<file path="config.mk">
export PLATFORM = sky130hd
export DESIGN_NAME = yuv_to_rgb_compositor_unit_flat
export DESIGN_NICKNAME = d
export VERILOG_FILES = /design/src/sv/yuvc_pkg.sv /design/src/sv/yuvc_if.sv /design/src/sv/yuvc_csc.sv /design/src/sv/yuvc_blend.sv /design/src/sv/yuv_to_rgb_compositor_unit.sv /design/src/flat_wrapper.sv
export SDC_FILE = /design/constraint.sdc
export NUM_CORES = 2
export LEC_CHECK = 0
export BUFFER_PORTS_ARGS = -buffer_cell sky130_fd_sc_hd__buf_2
export CORE_ASPECT_RATIO = 0.7
export CORE_MARGIN = 5
export CORE_UTILIZATION = 50
export DETAILED_ROUTE_END_ITERATION = 10
export PLACE_DENSITY = 0.66
export SLEW_MARGIN = 15
export SYNTH_ARGS = -nofsm -noshare
export SYNTH_HDL_FRONTEND = slang
export SYNTH_SLANG_ARGS = --single-unit
</file>
<file path="constraint.sdc">
create_clock -name i_clk -period 17.07 [get_ports i_clk]
set_clock_uncertainty 0.2 [all_clocks]
set_input_delay 1.707 -clock i_clk [delete_from_list [all_inputs] [get_ports i_clk]]
set_output_delay 1.707 -clock i_clk [all_outputs]
set_load 0.05 [all_outputs]
</file>
<file path="src/sv/yuvc_pkg.sv">
`timescale 1ns / 1ps

package yuvc_pkg;

    // Mode register codes
    localparam logic [1:0] MODE_PLAIN     = 2'd0;
    localparam logic [1:0] MODE_KEY_WIPE  = 2'd1;
    localparam logic [1:0] MODE_CROSSFADE = 2'd2;
    localparam logic [1:0] MODE_SIDE      = 2'd3;

    // Configuration register indexes
    localparam logic [1:0] CFG_MODE        = 2'd0;
    localparam logic [1:0] CFG_FADE_WEIGHT = 2'd1;
    localparam logic [1:0] CFG_WIPE_COLUMN = 2'd2;

    localparam int unsigned CFG_DATA_W = 10;

    // Crossfade weight scale and the largest legal weight
    localparam logic [8:0] WEIGHT_FULL = 9'd300;
    localparam logic [8:0] WEIGHT_MAX  = 9'd299;

    // floor(2^18 / 300); the quotient it gives is low by at most one
    localparam logic [9:0] RECIP_300   = 10'd873;
    localparam int unsigned RECIP_SHIFT = 18;

    localparam logic [7:0] WIPE_RED   = 8'd100;
    localparam logic [7:0] WIPE_GREEN = 8'd150;
    localparam logic [7:0] WIPE_BLUE  = 8'd200;

    typedef struct packed {
        logic [7:0] luma_a;
        logic [7:0] cb_a;
        logic [7:0] cr_a;
        logic [7:0] luma_b;
        logic [7:0] cb_b;
        logic [7:0] cr_b;
        logic [7:0] back_red;
        logic [7:0] back_green;
        logic [7:0] back_blue;
        logic [9:0] column;
    } t_pix_in;

    typedef struct packed {
        logic [7:0] out_red;
        logic [7:0] out_green;
        logic [7:0] out_blue;
        logic [7:0] second_red;
        logic [7:0] second_green;
        logic [7:0] second_blue;
    } t_pix_out;

    typedef struct packed {
        logic [7:0] red;
        logic [7:0] green;
        logic [7:0] blue;
    } t_rgb;

    // Pipeline control shared by the stage modules
    typedef struct packed {
        logic en;
    } t_pipe_ctl;

    // floor(s / 256) clamped to 0..255
    function automatic logic [7:0] scale_clamp(input logic signed [18:0] s);
        logic [7:0] res;
        if (s[18]) begin
            res = 8'd0;
        end else if (s[17:16] != 2'b00) begin
            res = 8'd255;
        end else begin
            res = s[15:8];
        end
        return res;
    endfunction

endpackage

</file>
<file path="src/sv/yuvc_if.sv">
`timescale 1ns / 1ps

interface yuvc_pix_if;
    import yuvc_pkg::*;
    logic    valid;
    logic    ready;
    t_pix_in data;
    modport source (output valid, output data, input ready);
    modport sink   (input valid, input data, output ready);
endinterface

interface yuvc_rgb_if;
    import yuvc_pkg::*;
    logic     valid;
    logic     ready;
    t_pix_out data;
    modport source (output valid, output data, input ready);
    modport sink   (input valid, input data, output ready);
endinterface

interface yuvc_cfg_if;
    import yuvc_pkg::*;
    logic                  valid;
    logic                  ready;
    logic [1:0]            index;
    logic [CFG_DATA_W-1:0] data;
    modport source (output valid, output index, output data, input ready);
    modport sink   (input valid, input index, input data, output ready);
endinterface

</file>
<file path="src/sv/yuvc_csc.sv">
`timescale 1ns / 1ps

module yuvc_csc (
    input  logic                 i_clk,
    input  yuvc_pkg::t_pipe_ctl  i_ctl,
    input  logic [7:0]           i_luma,
    input  logic [7:0]           i_cb,
    input  logic [7:0]           i_cr,
    output yuvc_pkg::t_rgb       o_rgb
);
    import yuvc_pkg::*;

    logic signed [9:0]  c_off;
    logic signed [9:0]  d_off;
    logic signed [9:0]  e_off;
    logic signed [17:0] n_ty, n_tr, n_tg, n_tb;
    logic signed [17:0] r_ty, r_tr, r_tg, r_tb;
    logic signed [18:0] sum_r, sum_g, sum_b;
    t_rgb               n_rgb;
    t_rgb               r_rgb;

    assign c_off = signed'({2'b00, i_luma}) - 10'sd16;
    assign d_off = signed'({2'b00, i_cb}) - 10'sd128;
    assign e_off = signed'({2'b00, i_cr}) - 10'sd128;

    // Stage 1: constant products
    always_comb begin
        n_ty = 18'(18'(c_off) * 18'sd298 + 18'sd128);
        n_tr = 18'(18'(e_off) * 18'sd409);
        n_tg = 18'(18'sd0 - 18'(d_off) * 18'sd100 - 18'(e_off) * 18'sd208);
        n_tb = 18'(18'(d_off) * 18'sd516);
    end

    // Stage 2: sums, scale and clamp; blue can pass 2^17, so widen by one
    always_comb begin
        sum_r = 19'(r_ty) + 19'(r_tr);
        sum_g = 19'(r_ty) + 19'(r_tg);
        sum_b = 19'(r_ty) + 19'(r_tb);
        n_rgb.red   = scale_clamp(sum_r);
        n_rgb.green = scale_clamp(sum_g);
        n_rgb.blue  = scale_clamp(sum_b);
    end

    always_ff @(posedge i_clk) begin
        if (i_ctl.en) begin
            r_ty  <= n_ty;
            r_tr  <= n_tr;
            r_tg  <= n_tg;
            r_tb  <= n_tb;
            r_rgb <= n_rgb;
        end
    end

    assign o_rgb = r_rgb;

endmodule

</file>
<file path="src/sv/yuvc_blend.sv">
`timescale 1ns / 1ps

module yuvc_blend (
    input  logic                 i_clk,
    input  yuvc_pkg::t_pipe_ctl  i_ctl,
    input  yuvc_pkg::t_rgb       i_a,
    input  yuvc_pkg::t_rgb       i_b,
    input  logic [8:0]           i_weight,
    output yuvc_pkg::t_rgb       o_mix
);
    import yuvc_pkg::*;

    logic [2:0][7:0]  a_comp;
    logic [2:0][7:0]  b_comp;
    logic [8:0]       w_inv;
    logic [2:0][16:0] n_x;
    logic [2:0][16:0] r_x;
    logic [2:0][16:0] r_x_d;
    logic [2:0][26:0] prod;
    logic [2:0][7:0]  n_q0;
    logic [2:0][7:0]  r_q0;
    logic [2:0][16:0] rem;
    logic [2:0][7:0]  n_q;
    logic [2:0][7:0]  r_q;

    assign a_comp = {i_a.red, i_a.green, i_a.blue};
    assign b_comp = {i_b.red, i_b.green, i_b.blue};
    assign w_inv  = WEIGHT_FULL - i_weight;

    always_comb begin
        for (int k = 0; k < 3; k++) begin
            // Stage 3: weighted sum
            n_x[k] = 17'(17'(a_comp[k]) * 17'(w_inv)) + 17'(17'(b_comp[k]) * 17'(i_weight));
            // Stage 4: reciprocal estimate of x / 300
            prod[k] = 27'(r_x[k]) * 27'(RECIP_300);
            n_q0[k] = prod[k][RECIP_SHIFT +: 8];
            // Stage 5: fix the estimate up by one where the remainder overflows
            rem[k]  = r_x_d[k] - 17'(17'(r_q0[k]) * 17'd300);
            n_q[k]  = (rem[k] >= 17'(WEIGHT_FULL)) ? r_q0[k] + 8'd1 : r_q0[k];
        end
    end

    always_ff @(posedge i_clk) begin
        if (i_ctl.en) begin
            r_x   <= n_x;
            r_x_d <= r_x;
            r_q0  <= n_q0;
            r_q   <= n_q;
        end
    end

    assign o_mix.red   = r_q[2];
    assign o_mix.green = r_q[1];
    assign o_mix.blue  = r_q[0];

endmodule

</file>
<file path="src/sv/yuv_to_rgb_compositor_unit.sv">
`timescale 1ns / 1ps

// YUV to RGB compositor.
// i_pix carries one pixel of sources A and B (Y, U, V each), a background
// RGB pixel and its column; o_rgb returns one composited pixel per input
// transfer, with source B in RGB on the second_* fields. i_cfg writes the
// mode (index 0), the crossfade weight (1) and the wipe column (2); writes
// are taken in any cycle, but change them only while the pipeline is empty.
// From input transfer to o_rgb the pipeline has six register stages: two
// for the color conversion, three for the crossfade multiply and divide
// by 300, one for the mode select.
// Throughput is one pixel per clock while o_rgb.ready stays high.
// When the receiver stalls with a result waiting, the whole pipeline holds
// and i_pix.ready drops; nothing is lost or repeated. Bubbles move forward
// while the output register is empty.
// Synchronous active-low reset empties the pipeline and sets all three
// registers to zero (plain mode).
module yuv_to_rgb_compositor_unit (
    input  logic         i_clk,
    input  logic         i_rst_n,
    yuvc_pix_if.sink     i_pix,
    yuvc_cfg_if.sink     i_cfg,
    yuvc_rgb_if.source   o_rgb
);
    import yuvc_pkg::*;

    localparam int unsigned NSTAGE = 6;
    localparam int unsigned NSIDE  = 5;
    localparam int unsigned NDLY   = 3;

    typedef struct packed {
        t_rgb back;
        logic black;
        logic wipe;
    } t_side;

    logic [1:0]              r_mode;
    logic [8:0]              r_fade_weight;
    logic [9:0]              r_wipe_column;
    logic [8:0]              weight_sat;
    logic [NSTAGE-1:0]       r_vld;
    t_pipe_ctl               ctl;
    t_side                   side_in;
    t_side [NSIDE-1:0]       r_side;
    t_rgb                    conv_a;
    t_rgb                    conv_b;
    t_rgb                    mix;
    t_rgb [NDLY-1:0]         r_a_dly;
    t_rgb [NDLY-1:0]         r_b_dly;
    t_side                   side_end;
    t_rgb                    a_end;
    t_rgb                    main_rgb;
    t_pix_out                n_out;
    t_pix_out                r_out;

    // Configuration
    assign i_cfg.ready = 1'b1;

    always_ff @(posedge i_clk) begin
        if (!i_rst_n) begin
            r_mode        <= MODE_PLAIN;
            r_fade_weight <= '0;
            r_wipe_column <= '0;
        end else if (i_cfg.valid) begin
            case (i_cfg.index)
                CFG_MODE:        r_mode        <= i_cfg.data[1:0];
                CFG_FADE_WEIGHT: r_fade_weight <= i_cfg.data[8:0];
                CFG_WIPE_COLUMN: r_wipe_column <= i_cfg.data[9:0];
                default:         ;
            endcase
        end
    end

    assign weight_sat = (r_fade_weight > WEIGHT_MAX) ? WEIGHT_MAX : r_fade_weight;

    // Advance everything unless a result is held at the output
    assign ctl.en      = !r_vld[NSTAGE-1] || o_rgb.ready;
    assign i_pix.ready = ctl.en;

    always_ff @(posedge i_clk) begin
        if (!i_rst_n) begin
            r_vld <= '0;
        end else if (ctl.en) begin
            r_vld <= {r_vld[NSTAGE-2:0], i_pix.valid};
        end
    end

    // Key decision is made at entry and travels with the pixel
    assign side_in.back  = '{red:   i_pix.data.back_red,
                             green: i_pix.data.back_green,
                             blue:  i_pix.data.back_blue};
    assign side_in.black = (i_pix.data.back_red == 8'd0) &&
                           (i_pix.data.back_green == 8'd0) &&
                           (i_pix.data.back_blue == 8'd0);
    assign side_in.wipe  = i_pix.data.column < r_wipe_column;

    yuvc_csc u_csc_a (
        .i_clk  (i_clk),
        .i_ctl  (ctl),
        .i_luma (i_pix.data.luma_a),
        .i_cb   (i_pix.data.cb_a),
        .i_cr   (i_pix.data.cr_a),
        .o_rgb  (conv_a)
    );

    yuvc_csc u_csc_b (
        .i_clk  (i_clk),
        .i_ctl  (ctl),
        .i_luma (i_pix.data.luma_b),
        .i_cb   (i_pix.data.cb_b),
        .i_cr   (i_pix.data.cr_b),
        .o_rgb  (conv_b)
    );

    yuvc_blend u_blend (
        .i_clk    (i_clk),
        .i_ctl    (ctl),
        .i_a      (conv_a),
        .i_b      (conv_b),
        .i_weight (weight_sat),
        .o_mix    (mix)
    );

    always_ff @(posedge i_clk) begin
        if (ctl.en) begin
            r_side  <= {r_side[NSIDE-2:0], side_in};
            r_a_dly <= {r_a_dly[NDLY-2:0], conv_a};
            r_b_dly <= {r_b_dly[NDLY-2:0], conv_b};
            r_out   <= n_out;
        end
    end

    assign side_end = r_side[NSIDE-1];
    assign a_end    = r_a_dly[NDLY-1];

    always_comb begin
        case (r_mode)
            MODE_KEY_WIPE: begin
                if (side_end.black) begin
                    main_rgb = a_end;
                end else if (side_end.wipe) begin
                    main_rgb = '{red: WIPE_RED, green: WIPE_GREEN, blue: WIPE_BLUE};
                end else begin
                    main_rgb = side_end.back;
                end
            end
            MODE_CROSSFADE: main_rgb = mix;
            default:        main_rgb = a_end;
        endcase
        n_out.out_red      = main_rgb.red;
        n_out.out_green    = main_rgb.green;
        n_out.out_blue     = main_rgb.blue;
        n_out.second_red   = r_b_dly[NDLY-1].red;
        n_out.second_green = r_b_dly[NDLY-1].green;
        n_out.second_blue  = r_b_dly[NDLY-1].blue;
    end

    assign o_rgb.valid = r_vld[NSTAGE-1];
    assign o_rgb.data  = r_out;

endmodule

</file>
<file path="src/flat_wrapper.sv">
// flat-port wrapper written by rule: the top's interface ports become plain ports
module yuv_to_rgb_compositor_unit_flat import yuvc_pkg::*;
  (i_clk, i_rst_n, i_pix_valid, i_pix_data, i_pix_ready, i_cfg_valid, i_cfg_index, i_cfg_data, i_cfg_ready, o_rgb_valid, o_rgb_data, o_rgb_ready);
  yuvc_pix_if i_pix_i ();
  yuvc_cfg_if i_cfg_i ();
  yuvc_rgb_if o_rgb_i ();
  input  logic i_clk;
  input  logic i_rst_n;
  input wire logic [$bits(i_pix_i.valid)-1:0] i_pix_valid;
  input wire logic [$bits(i_pix_i.data)-1:0] i_pix_data;
  output wire logic [$bits(i_pix_i.ready)-1:0] i_pix_ready;
  input wire logic [$bits(i_cfg_i.valid)-1:0] i_cfg_valid;
  input wire logic [$bits(i_cfg_i.index)-1:0] i_cfg_index;
  input wire logic [$bits(i_cfg_i.data)-1:0] i_cfg_data;
  output wire logic [$bits(i_cfg_i.ready)-1:0] i_cfg_ready;
  output wire logic [$bits(o_rgb_i.valid)-1:0] o_rgb_valid;
  output wire logic [$bits(o_rgb_i.data)-1:0] o_rgb_data;
  input wire logic [$bits(o_rgb_i.ready)-1:0] o_rgb_ready;
  assign i_pix_i.valid = i_pix_valid;
  assign i_pix_i.data = i_pix_data;
  assign i_pix_ready = i_pix_i.ready;
  assign i_cfg_i.valid = i_cfg_valid;
  assign i_cfg_i.index = i_cfg_index;
  assign i_cfg_i.data = i_cfg_data;
  assign i_cfg_ready = i_cfg_i.ready;
  assign o_rgb_valid = o_rgb_i.valid;
  assign o_rgb_data = o_rgb_i.data;
  assign o_rgb_i.ready = o_rgb_ready;
  yuv_to_rgb_compositor_unit u_core (.i_clk(i_clk), .i_rst_n(i_rst_n), .i_pix(i_pix_i), .i_cfg(i_cfg_i), .o_rgb(o_rgb_i));
endmodule
</file>
* Word-level counts from Yosys, hierarchy flattened
Cells that the tools add are included.
** Cells by class
- Equal/unequal tests :: 4
- Multiply operators :: 22
- Reduce and logical (&&, ||, !) cells :: 17
- Multiplexer cells :: 13
- Add/sub/neg operators :: 28
- Magnitude comparators :: 5
** Operators by type and width (number)
- 18-bit by 18-bit adder with 19-bit output :: 6
- 8-bit by 9-bit multiplier with 17-bit output :: 6
- 17-bit by 10-bit multiplier with 26-bit output (second input constant) :: 3
- 8-bit two-way mux :: 9
- 17-bit adder :: 3
- 17-bit by 9-bit greater-or-equal comparator with 1-bit output (second input constant) :: 3
- 17-bit subtractor :: 3
- 24-bit two-way mux :: 2
- 24-bit one-hot mux with 2 select lines :: 1
- 8-bit by 7-bit multiplier with 15-bit output (second input constant) :: 3
- 18-bit by 9-bit adder with 18-bit output (second input constant) :: 2
- 9-bit by 10-bit multiplier with 18-bit output (second input constant) :: 2
- 1-bit by 17-bit subtractor with 18-bit output (first input constant) :: 2
- 18-bit subtractor :: 2
- 8-bit by 8-bit subtractor with 9-bit output (second input constant) :: 4
- 9-bit by 9-bit multiplier with 17-bit output (second input constant) :: 2
- 9-bit by 9-bit multiplier with 16-bit output (second input constant) :: 2
- 9-bit by 6-bit multiplier with 15-bit output (second input constant) :: 2
- 9-bit by 5-bit multiplier with 14-bit output (second input constant) :: 2
- 8-bit by 1-bit adder with 8-bit output (second input constant) :: 3
- 8-bit zero test :: 3
- 8-bit by 5-bit subtractor with 9-bit output (second input constant) :: 2
- 2-bit nonzero test :: 6
- 10-bit less-than comparator :: 1
- 10 further kinds :: 15
** Storage, ports and cells
- Logic and storage cells :: 168
- Input port bits :: 99
- Output and inout bits :: 51
- Register bits :: 687

* Longest topological paths before layout
- Depth after elaboration :: 5
- Depth in mapped cells :: 34
- Gate-level depth less buffers :: 31

* Modules after synthesis
A second synthesis with hierarchy kept.
** Unflattened totals
- Cell total of the unflattened synthesis :: 5711
- Area, all modules :: 63584.7 µm²
** By module, submodules not included
- yuvc_blend :: cells each 3256, times used 1, area an instance 31955.6 µm², sequential area each 4324.1 µm²
- yuv_to_rgb_compositor_unit :: cells each 610, times used 1, area an instance 11906.4 µm², sequential area each 10209.8 µm²
- yuvc_csc at u_core.u_csc_a :: cells each 930, times used 1, area an instance 9962.1 µm², sequential area each 2672.6 µm²
- yuvc_csc at u_core.u_csc_b :: cells each 915, times used 1, area an instance 9760.6 µm², sequential area each 2672.6 µm²

* Worst setup path after synthesis
Ideal clock, no wire load.
- Kind :: input to output
- From :: input o_rgb_ready
- To :: output i_pix_ready
- Required time :: 15163 ps
- Arrival time :: 14626 ps
- Slack :: 537 ps
- Buffers on the path :: 1
- Cell stages on the path :: 3
- Cell sequence :: nor2b_1 > clkbuf_1 > inv_1
** Between the ends
- Word-level cells in the longest chain between the ends :: 1
** Ends and longest elaborated chain
- start: declaration :: RTL line flat_wrapper.sv:18 : input wire logic [$bits(o_rgb_i.ready)-1:0] o_rgb_ready;
- 1-bit logical OR :: RTL line yuv_to_rgb_compositor_unit.sv:77 : assign ctl.en = !r_vld[NSTAGE-1] || o_rgb.ready;
- end: declaration :: RTL line flat_wrapper.sv:11 : output wire logic [$bits(i_pix_i.ready)-1:0] i_pix_ready;
Every way passes these cells.

==> flow_summary_export.csv <==
group,metric,value,unit
outcome,status,"finished clean",
grt,track_usage,0.2027,
critical_path,startpoint_type,"flip-flop",
critical_path,critPathKind,"reg2reg",
hold_path,min_from,"u_core.r_b_dly[23]",
place,hpwl,107100,microns
critical_path,crit_fanout,49,
floorplanning,die_h,308.0,microns
yosys,async_flop_share,0,
critical_path,endpoint_kind,"flip-flop",
floorplanning,rows,109,
timing,timing.final.max_slew_violations,0,
floorplanning,pin_count,150,
layout,syn2layout_area_growth,8.305,%
route,routedWlPerCell,17.59,microns
cts,clock_latency,680,ps
timing,fin_crit,9706,ps
cts,cts-buffers-inserted,72,
place,dp_cells,7478,
critical_path,slowest_stage,"dfxtp_1",
timing,max_slew_margin,0.2521,
yosys,syn_inst,5717,
cts,post_cts_resized,0,
route,totalWireLength,133800,microns
yosys,synthTopCellsByArea,"edfxtp_1, ha_1, fa_1",
layout,nets,7622,
floorplanning,start_util,0.5028,
cts,cts.sinks,671,
timing,tightest_slew,1122,ps
layout,layout_commonest_cell,"ha_1",
cts,h-tree-depth,3,
route,drt-initial-drc-count,2590,
critical_path,r2r_start,"u_core.r_fade_weight[2]",
yosys,ys_types,99,
yosys,synth_edf_count,644,
route,drt_pass1_iterations,6,
yosys,synth_top_area_frac,0.3049,
grt,grt_max_degree,97,
floorplanning,coreArea,126200,sq um
floorplanning,die_w,435.7,microns
timing,grt_setup_unrepaired,"false",
timing,setup_viol,0,
layout,finalNonFillerCells,7610,
cts,clk_path_buf_depth,3,
yosys,synthFlopType,"edfxtp_1",
layout,fill_cells,10880,
critical_path,max_stage_delay,840,ps
timing,fin_crit_sh,0.5686,
place,io_buffers,148,
timing,hold_viol,0,
critical_path,cpMostUsedCell,"fa_1",
critical_path,critPathArrivalTime,9880,ps
route,ant_nets,0,
critical_path,critical_path.startpoint,"u_core.r_fade_weight[2]",
yosys,yosys_warnings,0,
yosys,synth_top_cell_by_area,"edfxtp_1",
route,drc,0,
cts,cts-root-buf,"clkbuf_16",
grt,gr-total-overflow,0,
grt,grt_pass1_wl,219000,microns
layout,drive_gt1_frac,0.06073,
cts,clk_pin_slew,70,ps
grt,grt_antenna_before_repair,6,
route,viasPerCell,5.301,
floorplanning,die-area,134200,sq um
route,vias,40340,
critical_path,crit_required,17240,ps
timing,whs,173.7,ps
yosys,syn-num-nets,7452,
yosys,syn_avg_cell_area,11.09,sq um
timing,fin_tns_setup,0,ps
job,cap_violations,0,
cts,post_cts_buffers,0,
yosys,ys_seq_area_frac,0.3134,
hold_path,hold_class,"reg2reg",
timing,fmax,103.0,MHz
place,gp_congestion,0.8643,
yosys,synth_area,63430,sq um
yosys,ys_ff_latch,671,
grt,first_global_vias,41030,
layout,final_cell_mix,"ha_1, inv_1, edfxtp_1",
cts,ctsHoldBuffers,0,
cts,cts_tree,"done",
[worst paths after layout]
| kind | endpoint | slack (ps) | cells past startpoint |
|---|---|---|---|
| max | u_core.u_blend.r_x[33] | 7360 | 30 |
| min | u_core.r_b_dly[47] | 170 | 0 |
| min reg2reg | u_core.r_b_dly[47] | 170 | 0 |
| max reg2reg | u_core.u_blend.r_x[33] | 7360 | 30 |
[cell type report]
class	count	area, sq um	share of cell area
inverters	1055	3968	0.05776
repair buffers	169	898.4	0.01308
clock inverters	43	616.8	0.008979
multi-input cells	3918	39360	0.5729
clock buffers	88	1892	0.02754
flip-flops and latches	671	19880	0.2894
diodes	1	2.502	0.00003643
well taps	1665	2083	0.03033
[cell families (layout without fill, tap and decap cells)]
group                      after synthesis  after routing  share of synthesized area
AOI/OAI and AO/OA                      795            795                    0.08439
xor gates and xnor gates               320            320                    0.04462
adders and majority gates             1636           1636                     0.3916
buffers and inverters                 1128           1355                    0.06727
DFF                                    671            671                     0.3134
muxes                                   31             31                   0.005089
other                                    1              2                 0.00005912
and+or+nand+nor                       1135           1135                    0.09354
[registers in the layout, summed over array words and instances (netlist names), 45 cells and up]
register	cells
u_core.u_blend.r_x	51
u_core.r_side	130
u_core.o_rgb.data	48
u_core.u_blend.r_x_d	45
u_core.r_b_dly	48
u_core.r_a_dly	48
[stage by stage]
stage / util / setup slack (ps) / cell area, sq um
floorplan: - / 536.9 / 63430
global placement: 0.5246 / 7868 / 66180
detailed placement: 0.5246 / 7538 / 66180
CTS: 0.5445 / 7480 / 68690
global route: 0.5445 / 6794 / 68690
finish: 0.5445 / 7364 / 68690
[routing by layer]
metal | wire, microns | part of all wire | vias to the layer above | GRT usage
met5 | 17 | 0.00013 | - | 0
met4 | 2421 | 0.018 | 2 | 0.03900
met3 | 7561 | 0.056 | 133 | 0.03481
met2 | 55790 | 0.42 | 826 | 0.3008
met1 | 68040 | 0.51 | 19720 | 0.3135
li1 | - | - | 19660 | -
[synth_stat cells (all sizes together), types with 9 or more instances]
| cell | count |
|---|---|
| a21oi | 216 |
| xor2 | 129 |
| xnor2 | 189 |
| a31o | 11 |
| and2 | 267 |
| a31oi | 23 |
| and3 | 54 |
| a2111oi | 10 |
| o22ai | 18 |
| nor2b | 119 |
| o31a | 12 |
| a211o | 13 |
| nand2 | 256 |
| ha | 1054 |
| nand4 | 19 |
| nor4 | 17 |
| o31ai | 19 |
| o21ai | 132 |
| o21a | 84 |
| a211oi | 30 |
| nand3 | 44 |
| buf | 10 |
| a21o | 83 |
| nor2 | 197 |
| nand2b | 34 |
| o41ai | 10 |
| nor3 | 62 |
| a21boi | 10 |
| o21bai | 31 |
| inv | 1054 |
| fa | 582 |
| o211ai | 9 |
| edfxtp | 644 |
| clkbuf | 63 |
| mux2i | 24 |
| or3 | 18 |
| a22oi | 15 |
| or2 | 23 |
| dfxtp | 27 |
[critical path, delay by kind of cell, from the launching register on]
| kind | cells | cell delay [ps] |
|---|---|---|
| fa+ha+maj | 8 | 3620 |
| simple gates | 5 | 1630 |
| compound gates | 8 | 1510 |
| buf+inv | 7 | 920 |
| flops | 1 | 840 |
| xor+xnor | 2 | 650 |
Power is left out: the tool's default activity adds up to more than one toggle a clock period on the data nets, which glitch-free logic cannot reach.
